$ cat src/zsp_pkg.sv
// Zigzag swing point tracker: shared widths, constants and types.
// No dependencies; compiled first.
`timescale 1ns / 1ps
`default_nettype none

package zsp_pkg;

    localparam int PRICE_WIDTH   = 32;
    localparam int INDEX_WIDTH   = 32;
    localparam int FRACTION_BITS = 16;

    localparam int PROD_WIDTH = PRICE_WIDTH + FRACTION_BITS + 1;

    localparam logic [FRACTION_BITS-1:0] FRAC_RESET = FRACTION_BITS'(3277);
    localparam logic [FRACTION_BITS:0]   FRAC_ONE   = (FRACTION_BITS+1)'(1) << FRACTION_BITS;

    localparam logic ACT_MOVE   = 1'b0;
    localparam logic ACT_APPEND = 1'b1;

    localparam int QUEUE_DEPTH = 4;
    localparam int QUEUE_PTR_W = 2;
    localparam int QUEUE_CNT_W = 3;

    typedef struct packed {
        logic [INDEX_WIDTH-1:0] bar_index;
        logic [PRICE_WIDTH-1:0] bar_high;
        logic [PRICE_WIDTH-1:0] bar_low;
    } bar_t;

    typedef struct packed {
        logic                   action;
        logic [INDEX_WIDTH-1:0] point_bar;
        logic [PRICE_WIDTH-1:0] point_price;
        logic                   trend_after;
        logic                   last_of_run;
    } result_t;

    typedef struct packed {
        logic [1:0] count;
        result_t    first;
        result_t    second;
    } push_t;

endpackage : zsp_pkg

`default_nettype wire

$ cat src/zsp_bar_if.sv
// Valid/ready channel carrying one price bar per beat.
// Depends on zsp_pkg.
`timescale 1ns / 1ps
`default_nettype none

interface zsp_bar_if;
    import zsp_pkg::*;

    logic                   valid;
    logic                   ready;
    logic [INDEX_WIDTH-1:0] bar_index;
    logic [PRICE_WIDTH-1:0] bar_high;
    logic [PRICE_WIDTH-1:0] bar_low;

    modport source (output valid, output bar_index, output bar_high, output bar_low,
                    input ready);
    modport sink   (input valid, input bar_index, input bar_high, input bar_low,
                    output ready);
endinterface : zsp_bar_if

`default_nettype wire

$ cat src/zsp_point_if.sv
// Valid/ready channel carrying one swing point update per beat.
// Depends on zsp_pkg.
`timescale 1ns / 1ps
`default_nettype none

interface zsp_point_if;
    import zsp_pkg::*;

    logic                   valid;
    logic                   ready;
    logic                   action;
    logic [INDEX_WIDTH-1:0] point_bar;
    logic [PRICE_WIDTH-1:0] point_price;
    logic                   trend_after;
    logic                   last_of_run;

    modport source (output valid, output action, output point_bar, output point_price,
                    output trend_after, output last_of_run, input ready);
    modport sink   (input valid, input action, input point_bar, input point_price,
                    input trend_after, input last_of_run, output ready);
endinterface : zsp_point_if

`default_nettype wire

$ cat src/zsp_tracker.sv
// Swing point state and its combinational update for one registered bar.
// Depends on zsp_pkg; one shared threshold multiplier.
`timescale 1ns / 1ps
`default_nettype none

module zsp_tracker (
    input  wire                            clk,
    input  wire                            rst_n,
    input  wire                            fire,
    input  wire zsp_pkg::bar_t             item,
    input  wire [zsp_pkg::FRACTION_BITS-1:0] frac,
    output zsp_pkg::push_t                 push
);
    import zsp_pkg::*;

    logic                   tracking_reg, tracking_next;
    logic                   trend_up_reg, trend_up_next;
    logic                   seen_reg, seen_next;
    logic [INDEX_WIDTH-1:0] swing_bar_reg, swing_bar_next;
    logic [PRICE_WIDTH-1:0] swing_price_reg, swing_price_next;
    logic [PRICE_WIDTH-1:0] run_low_reg, run_low_next;
    logic [INDEX_WIDTH-1:0] run_low_bar_reg, run_low_bar_next;
    logic [PRICE_WIDTH-1:0] run_high_reg, run_high_next;
    logic [INDEX_WIDTH-1:0] run_high_bar_reg, run_high_bar_next;

    logic [PRICE_WIDTH-1:0]     nl, nh;
    logic [INDEX_WIDTH-1:0]     nlb, nhb;
    logic [PRICE_WIDTH-1:0]     mul_a;
    logic [FRACTION_BITS:0]     mul_k;
    logic [PROD_WIDTH-1:0]      prod;
    logic [PROD_WIDTH-1:0]      hi_scaled;
    logic [PROD_WIDTH-1:0]      lo_scaled;
    logic [PRICE_WIDTH-1:0]     hi_sel;
    logic                       high_first;
    result_t                    hi_pt, lo_pt, one_pt;

    // running extremes as they stand after this bar
    always_comb
    begin
        if (!seen_reg || item.bar_low < run_low_reg)
        begin
            nl  = item.bar_low;
            nlb = item.bar_index;
        end
        else
        begin
            nl  = run_low_reg;
            nlb = run_low_bar_reg;
        end
        if (!seen_reg || item.bar_high > run_high_reg)
        begin
            nh  = item.bar_high;
            nhb = item.bar_index;
        end
        else
        begin
            nh  = run_high_reg;
            nhb = run_high_bar_reg;
        end
    end

    // shared threshold product: low*(1+t) seeking, swing*(1-t) up, swing*(1+t) down
    always_comb
    begin
        mul_a = tracking_reg ? swing_price_reg : nl;
        if (tracking_reg && trend_up_reg)
            mul_k = FRAC_ONE - {1'b0, frac};
        else
            mul_k = FRAC_ONE + {1'b0, frac};
        prod      = PROD_WIDTH'(mul_a) * PROD_WIDTH'(mul_k);
        hi_sel    = tracking_reg ? item.bar_high : nh;
        hi_scaled = PROD_WIDTH'(hi_sel) << FRACTION_BITS;
        lo_scaled = PROD_WIDTH'(item.bar_low) << FRACTION_BITS;
    end

    always_comb
    begin
        tracking_next     = tracking_reg;
        trend_up_next     = trend_up_reg;
        seen_next         = seen_reg;
        swing_bar_next    = swing_bar_reg;
        swing_price_next  = swing_price_reg;
        run_low_next      = run_low_reg;
        run_low_bar_next  = run_low_bar_reg;
        run_high_next     = run_high_reg;
        run_high_bar_next = run_high_bar_reg;
        high_first        = !(nhb > nlb);

        hi_pt.action      = ACT_APPEND;
        hi_pt.point_bar   = nhb;
        hi_pt.point_price = nh;
        hi_pt.trend_after = !high_first;
        hi_pt.last_of_run = !high_first;
        lo_pt.action      = ACT_APPEND;
        lo_pt.point_bar   = nlb;
        lo_pt.point_price = nl;
        lo_pt.trend_after = !high_first;
        lo_pt.last_of_run = high_first;

        one_pt.action      = ACT_MOVE;
        one_pt.point_bar   = item.bar_index;
        one_pt.point_price = item.bar_low;
        one_pt.trend_after = trend_up_reg;
        one_pt.last_of_run = 1'b1;

        push.count  = 2'd0;
        push.first  = one_pt;
        push.second = one_pt;

        if (!tracking_reg)
        begin
            seen_next         = 1'b1;
            run_low_next      = nl;
            run_low_bar_next  = nlb;
            run_high_next     = nh;
            run_high_bar_next = nhb;
            if (hi_scaled > prod)
            begin
                tracking_next = 1'b1;
                trend_up_next = !high_first;
                push.count    = 2'd2;
                if (high_first)
                begin
                    push.first       = hi_pt;
                    push.second      = lo_pt;
                    swing_bar_next   = nlb;
                    swing_price_next = nl;
                end
                else
                begin
                    push.first       = lo_pt;
                    push.second      = hi_pt;
                    swing_bar_next   = nhb;
                    swing_price_next = nh;
                end
            end
        end
        else if (trend_up_reg)
        begin
            if (item.bar_high > swing_price_reg)
            begin
                swing_bar_next     = item.bar_index;
                swing_price_next   = item.bar_high;
                push.count         = 2'd1;
                push.first         = one_pt;
                push.first.point_price = item.bar_high;
            end
            else if (swing_bar_reg != item.bar_index && prod > lo_scaled)
            begin
                swing_bar_next     = item.bar_index;
                swing_price_next   = item.bar_low;
                trend_up_next      = 1'b0;
                push.count         = 2'd1;
                push.first         = one_pt;
                push.first.action  = ACT_APPEND;
                push.first.trend_after = 1'b0;
            end
        end
        else
        begin
            if (item.bar_low < swing_price_reg)
            begin
                swing_bar_next   = item.bar_index;
                swing_price_next = item.bar_low;
                push.count       = 2'd1;
                push.first       = one_pt;
            end
            else if (swing_bar_reg != item.bar_index && hi_scaled > prod)
            begin
                swing_bar_next     = item.bar_index;
                swing_price_next   = item.bar_high;
                trend_up_next      = 1'b1;
                push.count         = 2'd1;
                push.first         = one_pt;
                push.first.action  = ACT_APPEND;
                push.first.point_price = item.bar_high;
                push.first.trend_after = 1'b1;
            end
        end

        if (!fire)
            push.count = 2'd0;
    end

    always_ff @(posedge clk or negedge rst_n)
    begin
        if (!rst_n)
        begin
            tracking_reg     <= 1'b0;
            trend_up_reg     <= 1'b0;
            seen_reg         <= 1'b0;
            swing_bar_reg    <= '0;
            swing_price_reg  <= '0;
            run_low_reg      <= '1;
            run_low_bar_reg  <= '0;
            run_high_reg     <= '0;
            run_high_bar_reg <= '0;
        end
        else if (fire)
        begin
            tracking_reg     <= tracking_next;
            trend_up_reg     <= trend_up_next;
            seen_reg         <= seen_next;
            swing_bar_reg    <= swing_bar_next;
            swing_price_reg  <= swing_price_next;
            run_low_reg      <= run_low_next;
            run_low_bar_reg  <= run_low_bar_next;
            run_high_reg     <= run_high_next;
            run_high_bar_reg <= run_high_bar_next;
        end
    end

    a_pair_enters_tracking: assert property (@(posedge clk) disable iff (!rst_n)
        push.count == 2'd2 |=> tracking_reg)
        else $error("two-point emit did not enter tracking");

    a_tracking_single: assert property (@(posedge clk) disable iff (!rst_n)
        tracking_reg |-> push.count != 2'd2)
        else $error("pair emitted while tracking");

    a_pair_marks_last: assert property (@(posedge clk) disable iff (!rst_n)
        push.count == 2'd2 |-> !push.first.last_of_run && push.second.last_of_run)
        else $error("pair last_of_run marks wrong");

endmodule : zsp_tracker

`default_nettype wire

$ cat src/zsp_out_queue.sv
// Four-entry result queue; takes up to two results a cycle, gives one per beat.
// Depends on zsp_pkg.
`timescale 1ns / 1ps
`default_nettype none

module zsp_out_queue (
    input  wire                            clk,
    input  wire                            rst_n,
    input  wire zsp_pkg::push_t            push,
    input  wire                            pop,
    output zsp_pkg::result_t               head,
    output logic                           head_valid,
    output logic [zsp_pkg::QUEUE_CNT_W-1:0] count
);
    import zsp_pkg::*;

    result_t                 slot_reg [QUEUE_DEPTH];
    logic [QUEUE_PTR_W-1:0]  rd_ptr_reg, rd_ptr_next;
    logic [QUEUE_PTR_W-1:0]  wr_ptr_reg, wr_ptr_next;
    logic [QUEUE_CNT_W-1:0]  count_reg, count_next;
    logic [QUEUE_PTR_W-1:0]  wr_ptr_plus1;

    assign head       = slot_reg[rd_ptr_reg];
    assign head_valid = count_reg != '0;
    assign count      = count_reg;
    assign wr_ptr_plus1 = wr_ptr_reg + QUEUE_PTR_W'(1);

    always_comb
    begin
        rd_ptr_next = rd_ptr_reg + QUEUE_PTR_W'(pop);
        wr_ptr_next = wr_ptr_reg + QUEUE_PTR_W'(push.count);
        count_next  = count_reg + QUEUE_CNT_W'(push.count) - QUEUE_CNT_W'(pop);
    end

    always_ff @(posedge clk)
    begin
        if (push.count != 2'd0)
            slot_reg[wr_ptr_reg] <= push.first;
        if (push.count == 2'd2)
            slot_reg[wr_ptr_plus1] <= push.second;
    end

    always_ff @(posedge clk or negedge rst_n)
    begin
        if (!rst_n)
        begin
            rd_ptr_reg <= '0;
            wr_ptr_reg <= '0;
            count_reg  <= '0;
        end
        else
        begin
            rd_ptr_reg <= rd_ptr_next;
            wr_ptr_reg <= wr_ptr_next;
            count_reg  <= count_next;
        end
    end

    a_no_overflow: assert property (@(posedge clk) disable iff (!rst_n)
        push.count != 2'd0 |-> count_reg + QUEUE_CNT_W'(push.count) <= QUEUE_CNT_W'(QUEUE_DEPTH))
        else $error("result queue overflow");

    a_no_underflow: assert property (@(posedge clk) disable iff (!rst_n)
        pop |-> count_reg != '0)
        else $error("result queue underflow");

    a_ptr_gap: assert property (@(posedge clk) disable iff (!rst_n)
        QUEUE_PTR_W'(wr_ptr_reg - rd_ptr_reg) == QUEUE_PTR_W'(count_reg))
        else $error("queue pointers disagree with count");

endmodule : zsp_out_queue

`default_nettype wire

$ cat src/zigzag_swing_point_tracker_core.sv
// Top level of the percent-reversal zigzag swing point tracker.
// Depends on zsp_pkg, zsp_bar_if, zsp_point_if, zsp_tracker, zsp_out_queue.
//
// One bar is taken per cycle unless a held bar waits for queue room. A bar lands
// in an input register, is evaluated there against the swing state (one shared
// multiplier and two wide compares), and its results go into a four-entry queue
// that drives the point channel. A bar that completes the initial swing yields
// two beats (first the earlier point, high first on a tie); every other bar
// yields at most one, so with the output side always ready the block sustains
// one bar per cycle. The input register holds a bar while the queue has fewer
// than two free entries.
`timescale 1ns / 1ps
`default_nettype none

module zigzag_swing_point_tracker_core (
    input  wire                              clk,
    input  wire                              rst_n,
    input  wire                              cfg_wr_en,
    input  wire [zsp_pkg::FRACTION_BITS-1:0] cfg_wr_data,
    zsp_bar_if.sink                          bars,
    zsp_point_if.source                      points
);
    import zsp_pkg::*;

    logic [FRACTION_BITS-1:0] frac_reg;
    bar_t                     item_reg;
    logic                     item_valid_reg, item_valid_next;
    logic                     fire;
    logic                     take;
    push_t                    push;
    result_t                  head;
    logic                     head_valid;
    logic [QUEUE_CNT_W-1:0]   q_count;

    assign fire        = item_valid_reg && (q_count <= QUEUE_CNT_W'(QUEUE_DEPTH - 2));
    assign bars.ready  = !item_valid_reg || fire;
    assign take        = bars.valid && bars.ready;
    assign item_valid_next = take || (item_valid_reg && !fire);

    always_ff @(posedge clk or negedge rst_n)
    begin
        if (!rst_n)
        begin
            frac_reg       <= FRAC_RESET;
            item_valid_reg <= 1'b0;
        end
        else
        begin
            if (cfg_wr_en)
                frac_reg <= cfg_wr_data;
            item_valid_reg <= item_valid_next;
        end
    end

    always_ff @(posedge clk)
    begin
        if (take)
        begin
            item_reg.bar_index <= bars.bar_index;
            item_reg.bar_high  <= bars.bar_high;
            item_reg.bar_low   <= bars.bar_low;
        end
    end

    zsp_tracker u_tracker (
        .clk   (clk),
        .rst_n (rst_n),
        .fire  (fire),
        .item  (item_reg),
        .frac  (frac_reg),
        .push  (push)
    );

    zsp_out_queue u_queue (
        .clk        (clk),
        .rst_n      (rst_n),
        .push       (push),
        .pop        (points.valid && points.ready),
        .head       (head),
        .head_valid (head_valid),
        .count      (q_count)
    );

    assign points.valid       = head_valid;
    assign points.action      = head.action;
    assign points.point_bar   = head.point_bar;
    assign points.point_price = head.point_price;
    assign points.trend_after = head.trend_after;
    assign points.last_of_run = head.last_of_run;

    a_fire_needs_item: assert property (@(posedge clk) disable iff (!rst_n)
        fire |-> item_valid_reg)
        else $error("evaluated a bar that was not held");

    a_held_bar_stays: assert property (@(posedge clk) disable iff (!rst_n)
        item_valid_reg && !fire |=> item_valid_reg && $stable(item_reg))
        else $error("held bar lost or changed");

    a_take_only_when_free: assert property (@(posedge clk) disable iff (!rst_n)
        take |=> item_valid_reg)
        else $error("accepted bar not registered");

endmodule : zigzag_swing_point_tracker_core

`default_nettype wire

$ cat src/flat_wrapper.sv
// flat-port wrapper written by rule: the top's interface ports become plain ports
module zigzag_swing_point_tracker_core_flat import zsp_pkg::*;
  (clk, rst_n, cfg_wr_en, cfg_wr_data, bars_valid, bars_bar_index, bars_bar_high, bars_bar_low, bars_ready, points_valid, points_action, points_point_bar, points_point_price, points_trend_after, points_last_of_run, points_ready);
  zsp_bar_if bars_i ();
  zsp_point_if points_i ();
  input  wire clk;
  input  wire rst_n;
  input  wire cfg_wr_en;
  input  wire [zsp_pkg::FRACTION_BITS-1:0] cfg_wr_data;
  input wire logic [$bits(bars_i.valid)-1:0] bars_valid;
  input wire logic [$bits(bars_i.bar_index)-1:0] bars_bar_index;
  input wire logic [$bits(bars_i.bar_high)-1:0] bars_bar_high;
  input wire logic [$bits(bars_i.bar_low)-1:0] bars_bar_low;
  output wire logic [$bits(bars_i.ready)-1:0] bars_ready;
  output wire logic [$bits(points_i.valid)-1:0] points_valid;
  output wire logic [$bits(points_i.action)-1:0] points_action;
  output wire logic [$bits(points_i.point_bar)-1:0] points_point_bar;
  output wire logic [$bits(points_i.point_price)-1:0] points_point_price;
  output wire logic [$bits(points_i.trend_after)-1:0] points_trend_after;
  output wire logic [$bits(points_i.last_of_run)-1:0] points_last_of_run;
  input wire logic [$bits(points_i.ready)-1:0] points_ready;
  assign bars_i.valid = bars_valid;
  assign bars_i.bar_index = bars_bar_index;
  assign bars_i.bar_high = bars_bar_high;
  assign bars_i.bar_low = bars_bar_low;
  assign bars_ready = bars_i.ready;
  assign points_valid = points_i.valid;
  assign points_action = points_i.action;
  assign points_point_bar = points_i.point_bar;
  assign points_point_price = points_i.point_price;
  assign points_trend_after = points_i.trend_after;
  assign points_last_of_run = points_i.last_of_run;
  assign points_i.ready = points_ready;
  zigzag_swing_point_tracker_core u_core (.clk(clk), .rst_n(rst_n), .cfg_wr_en(cfg_wr_en), .cfg_wr_data(cfg_wr_data), .bars(bars_i), .points(points_i));
endmodule
$ cat config.mk
export PLATFORM = sky130hd
export DESIGN_NAME = zigzag_swing_point_tracker_core_flat
export DESIGN_NICKNAME = d
export VERILOG_FILES = /design/src/zsp_pkg.sv /design/src/zsp_bar_if.sv /design/src/zsp_point_if.sv /design/src/zsp_tracker.sv /design/src/zsp_out_queue.sv /design/src/zigzag_swing_point_tracker_core.sv /design/src/flat_wrapper.sv
export SDC_FILE = /design/constraint.sdc
export NUM_CORES = 2
export LEC_CHECK = 0
export BUFFER_PORTS_ARGS = -buffer_cell sky130_fd_sc_hd__buf_2
export CORE_MARGIN = 8
export CORE_UTILIZATION = 49
export DETAILED_ROUTE_END_ITERATION = 10
export PLACE_DENSITY_LB_ADDON = 0.25
export SYNTH_ARGS = -nofsm -noshare
export SYNTH_HDL_FRONTEND = slang
export SYNTH_HIERARCHICAL = 1
export SYNTH_SLANG_ARGS = --single-unit
$ cat constraint.sdc
create_clock -name clk -period 20.9 [get_ports clk]
set_clock_uncertainty 0.2 [all_clocks]
set_input_delay 3.135 -clock clk [delete_from_list [all_inputs] [get_ports clk]]
set_output_delay 3.135 -clock clk [all_outputs]
set_load 0.01 [all_outputs]
; ---- Word-level counts from Yosys, hierarchy flattened
; Memory sizes are Yosys's and may differ from the RTL's.
; Index checks and enable logic that the tools add are counted.
; W data, S select, Z words.
[word_totals]
output_inout_bits = 69
ram_bits = 268
word_cells = 106
inputBits = 117
reg_bits = 315
memories = 1
[mem_list]
columns = name, depth, width, rd, rd_clocked_by_memory_dff, write_ports, line
row1 = u_core.u_queue.slot_reg, 4, 67, 1, 0, 2, zsp_out_queue.sv:17  ; result_t slot_reg [QUEUE_DEPTH];
[classes]
mux = 46
order_cmp = 8
eq_ne = 4
bitwise_logic = 1
addsub = 7
reduce_logical = 21
n_mul = 1
[op_table]
columns = op, n
row1 = $mux W32, 22
row2 = $mux W68, 4
row3 = $mux W69, 2
row4 = $mux W136, 1
row5 = $mux W133, 1
row6 = $gt A32 B32 Y1, 3
row7 = $mux W67, 1
row8 = $lt A32 B32 Y1, 2
row9 = $gt A48 B49 Y1, 1
row10 = $gt A49 B48 Y1, 1
row11 = $mul A32 B17 Y49, 1
row12 = $ne A32 B32 Y1, 1
row13 = $add A17 B16 Y17 const A, 1
row14 = $mux W17, 1
row15 = $sub A17 B16 Y17 const A, 1
row16 = $mux W1, 13
row17 = $logic_and A1 B1 Y1, 7
row18 = $logic_not A1 Y1, 4
row19 = $logic_or A1 B1 Y1, 4
row20 = $ne A4 B1 Y1 const B, 1
row21 = $ne A4 B2 Y1 const B, 1
row22 = $reduce_and A2 Y1, 2
row23 = $reduce_and A4 Y1, 1
row24 = $reduce_bool A2 Y1, 2
row25 = 10 further kinds, 10

; ---- Longest topological paths before layout
[logic_depth]
ltp_word = 15
ltp_mapped = 53
ltp_nobuf = 49

; ---- Hierarchy
; Netlist, hierarchy kept.
[modules_own_cells]
columns = mod, cells_per_inst, seq_area_each_um2, instances, area_each_um2
row1 = zsp_tracker, 4683, 4919.7, 1, 37254.5
row2 = zsp_out_queue, 686, 8222.9, 1, 13312.8
row3 = zigzag_swing_point_tracker_core, 138, 3316.9, 1, 3606.0

; ---- Worst setup path before layout
; Ideal clock, no wire load.
[synth_path]
path_type = register to register
start = reg u_core.u_tracker.run_low_reg[17]
end = mem u_core/u_queue/slot_reg[0][0] (netlist bit), enable pin
path_slack_ns = 4.039
path_stages_with_launch = 47
required_time_ns = 20.115
period_less_slack_ns = 16.861
path_buffers = 1
t_arrival_ns = 16.076
setup_time_ns = 0.585
path_cell_list = dfstp_2 inv_1 ha_1 a21oi_1 o21ai_1 a211oi_1 a21boi_1 a21oi_1 clkbuf_1 mux2i_1 nor2_1 a21oi_1 nand2_1 fa_1 inv_1 fa_1 inv_1 fa_1 (+11 left out) a41oi_1 o311a_1 o31ai_1 a21o_1 a21oi_1 xor2_1 ha_1 and4_1 nand4_1 or4_1 inv_1 o41ai_1 a21oi_1 o211ai_1 a21o_1 a211oi_1 o21bai_1 o21ai_0
[synth_lines]
columns = item, line
row1 = start: declaration, zsp_tracker.sv:21  ; logic [PRICE_WIDTH-1:0] run_low_reg, run_low_next;
row2 = start signal: assignment, zsp_tracker.sv:206  ; run_low_reg <= run_low_next;
row3 = end: declaration, zsp_out_queue.sv:17

==> results.ini <==
[yosys]
syn_area_per_cell_um2 = 9.84
yosysMostFrequentCell = inv_1
syn_nets = 6425
syn_inst = 5507
synth_warnings = 6
ys_types = 93
async_flop_share_pct = 37.6
synth-seq-area-share_pct = 30.4
yosys-top-cells-area = edfxtp_1 (20%), fa_1 (17%), dfrtp_1 (8.3%)
yosys_most_used_dff = edfxtp_1
synth_top_area_share_pct = 20.2
netlist_area_um2 = 54200
ys_ff_latch = 583
synth_common_cells = inv_1 (817), nand2_1 (723), fa_1 (450), o21ai_0 (389), edfxtp_1 (364)
yosys.area.top_type = edfxtp_1
synth_edf_count = 364

[clock_tree]
cts-resized-gates = 0
cts_hold_buffers = 0
clkLatencyLatePin_ns = 0.69
cts.clk_slew.worst_paths_ns = 0.06
clkSinkCount = 583
post-cts-setup-buffer-count = 0
clockBufferDepth = 3
cts_tree = built
htreeDepth = 3
cts-root-buf = clkbuf_16
numCtsBuffers = 71

[worst_setup_path]
cp-end-kind = register
crit_required_ns = 21.10
cp_slowest_cell = a21oi_1
crit_fanout = 131
startpoint = u_core/u_tracker/run_low_reg[29]
start_kind = register
cp.arrival_ns = 16.07
worstSetupPathType = reg -> reg
max_stage_delay_ns = 0.83
crit_top_cell = fa_1
r2r_start = u_core/u_tracker/run_low_reg[29]

[global_routing]
grt_max_degree = 159
gr-total-overflow = 0
first_global_vias = 41906
grtUsageTotal_pct = 28.1
grt_pass1_wl_um = 262000
groute.layer.met2.usage_pct = 43.0
antenna_found_initial = 10
grt_use_met1_pct = 39.8
top_usage_layer = met2
use_met3_pct = 6.38

[timing]
final_max_slew_viol_count = 0
min_period_over_period_pct = 75.9
timing.final.crit_period_ns = 15.86
setup_viol = 0
maxSlewHeadroom_pct = 19.2
hold_viol = 0
setup_tns_ns = 0
max_freq_mhz = 63.0
worst_pin_slew_ns = 1.21
rsz0062_at_grt = no

[place]
gp_congestion = 0.973
portBuffers = 185
placed_cells = 6977
hpwl_um = 127000

[cells_and_area]
syn_to_final_growth_pct = 9.23
layoutNonFillerInstCount = 7109
final_nets = 6480
num_antenna_cells = 0
drive_gt1_share_pct = 13.8
largest_reg_flops = 268

[detailed_routing]
wl_per_cell_um = 24.6
detailroute.via_count = 42467
drt_first_pass_iters = 6
drt_iter0_drc = 4928
routed_wl_um = 175000
ant_nets = 0
viasPerCell = 5.97
route.detailed.drc = 0

[hold_path]
holdCritStartpoint = u_core/u_tracker/run_low_bar_reg[28]
hp-class = reg -> reg

[status]
status = completed

[die]
row_count = 122
fp.dieArea_um2 = 121000
core_area_um2 = 110000
ios = 186
die_w_um = 349
die_h_um = 349
start_util_pct = 49.2

[flow_run]
drv_cap = 0

==> cell families (layout without fill, tap and decap cells) <==
kind of cell / count (synthesis) / after routing / synth area share, %
adders and majority gates: 801 / 801 / 24.7
other: 1 / 1 / 0.00692
buffers and inverters: 1113 / 1227 / 8.19
DFF: 583 / 583 / 30.4
AOI/OAI and AO/OA: 1052 / 1052 / 12.4
xor gates and xnor gates: 106 / 106 / 1.71
and+or+nand+nor: 1318 / 1318 / 10.4
muxes: 533 / 533 / 12.2
==> routing by layer <==
metal  share of wire [%]  vias up
met5               0.029        -
met4                 3.3        8
met3                  10      336
met2                  44     2243
met1                  43    21077
li1                    -    18803
==> worst max-delay path, delay by kind of cell, from the launching register on <==
family / cells / cell delay (ns)
xor gates and xnor gates: 1 / 0.17
AOI/OAI and AO/OA: 12 / 4.58
adders and majority gates: 9 / 4.06
buffers and inverters: 7 / 2.24
DFF: 1 / 0.51
and+or+nand+nor: 12 / 2.96
muxes: 2 / 0.77
==> stage by stage <==
step / hold WS (ns) / setup slack, ns / utilization (%) / instance area (µm²)
final: 0.279 / 5.04 / 53.7 / 59200
after global routing: 0.300 / 4.15 / 53.7 / 59200
after CTS: 0.283 / 5.18 / 53.7 / 59200
after detailed placement: 0.270 / 5.17 / 51.4 / 56700
after global placement: 0.261 / 5.26 / 51.4 / 56700
after floorplan: 0.242 / 4.04 / - / 54200
==> worst paths after layout <==
check                                                        to  slack, ns  cells after the start
max                              u_core/u_queue/slot_reg[2][18]       5.04                     43
min                        u_core/u_tracker/run_low_bar_reg[28]       0.28                      2
max reg2reg                      u_core/u_queue/slot_reg[2][18]       5.04                     43
min reg2reg                u_core/u_tracker/run_low_bar_reg[28]       0.28                      2
max in group asynchronous         u_core/u_tracker/tracking_reg      16.83                      2
min in group asynchronous                   u_core/frac_reg[12]       2.35                      1
==> cell type report <==
type	count	area (µm²)
Clock buffer	94	1930
Multi-Input combinational cell	3811	33600
Sequential cell	583	16500
Timing Repair Buffer	276	1640
Inverter	819	3080
Clock inverter	38	562
Fill cell	9935	51000
Tap cell	1488	1860
==> layout by cell type, fill, tap and decap left out, types with 17 or more instances in the layout <==
cell type,instances
a211oi_1,43
a21boi_0,18
a21o_1,97
a21oi_1,187
a221o_1,18
a22o_1,17
a2bb2o_1,31
a31o_2,18
a31oi_1,44
and2_1,35
buf_2,184
buf_4,89
clkbuf_16,71
dfrtp_1,177
dfstp_2,39
edfxtp_1,364
fa_1,450
ha_1,351
inv_1,817
mux2_1,114
mux2_2,196
mux2i_1,145
mux4_2,67
nand2_1,722
nand2b_1,47
nand3_1,71
nand4_1,40
nor2_1,301
nor3_1,23
o211ai_1,74
o21ai_0,386
xnor2_1,31
xor2_1,62
Power is not shown: default switching activity piles up to over one toggle a cycle in this logic, so the estimate is an artifact.
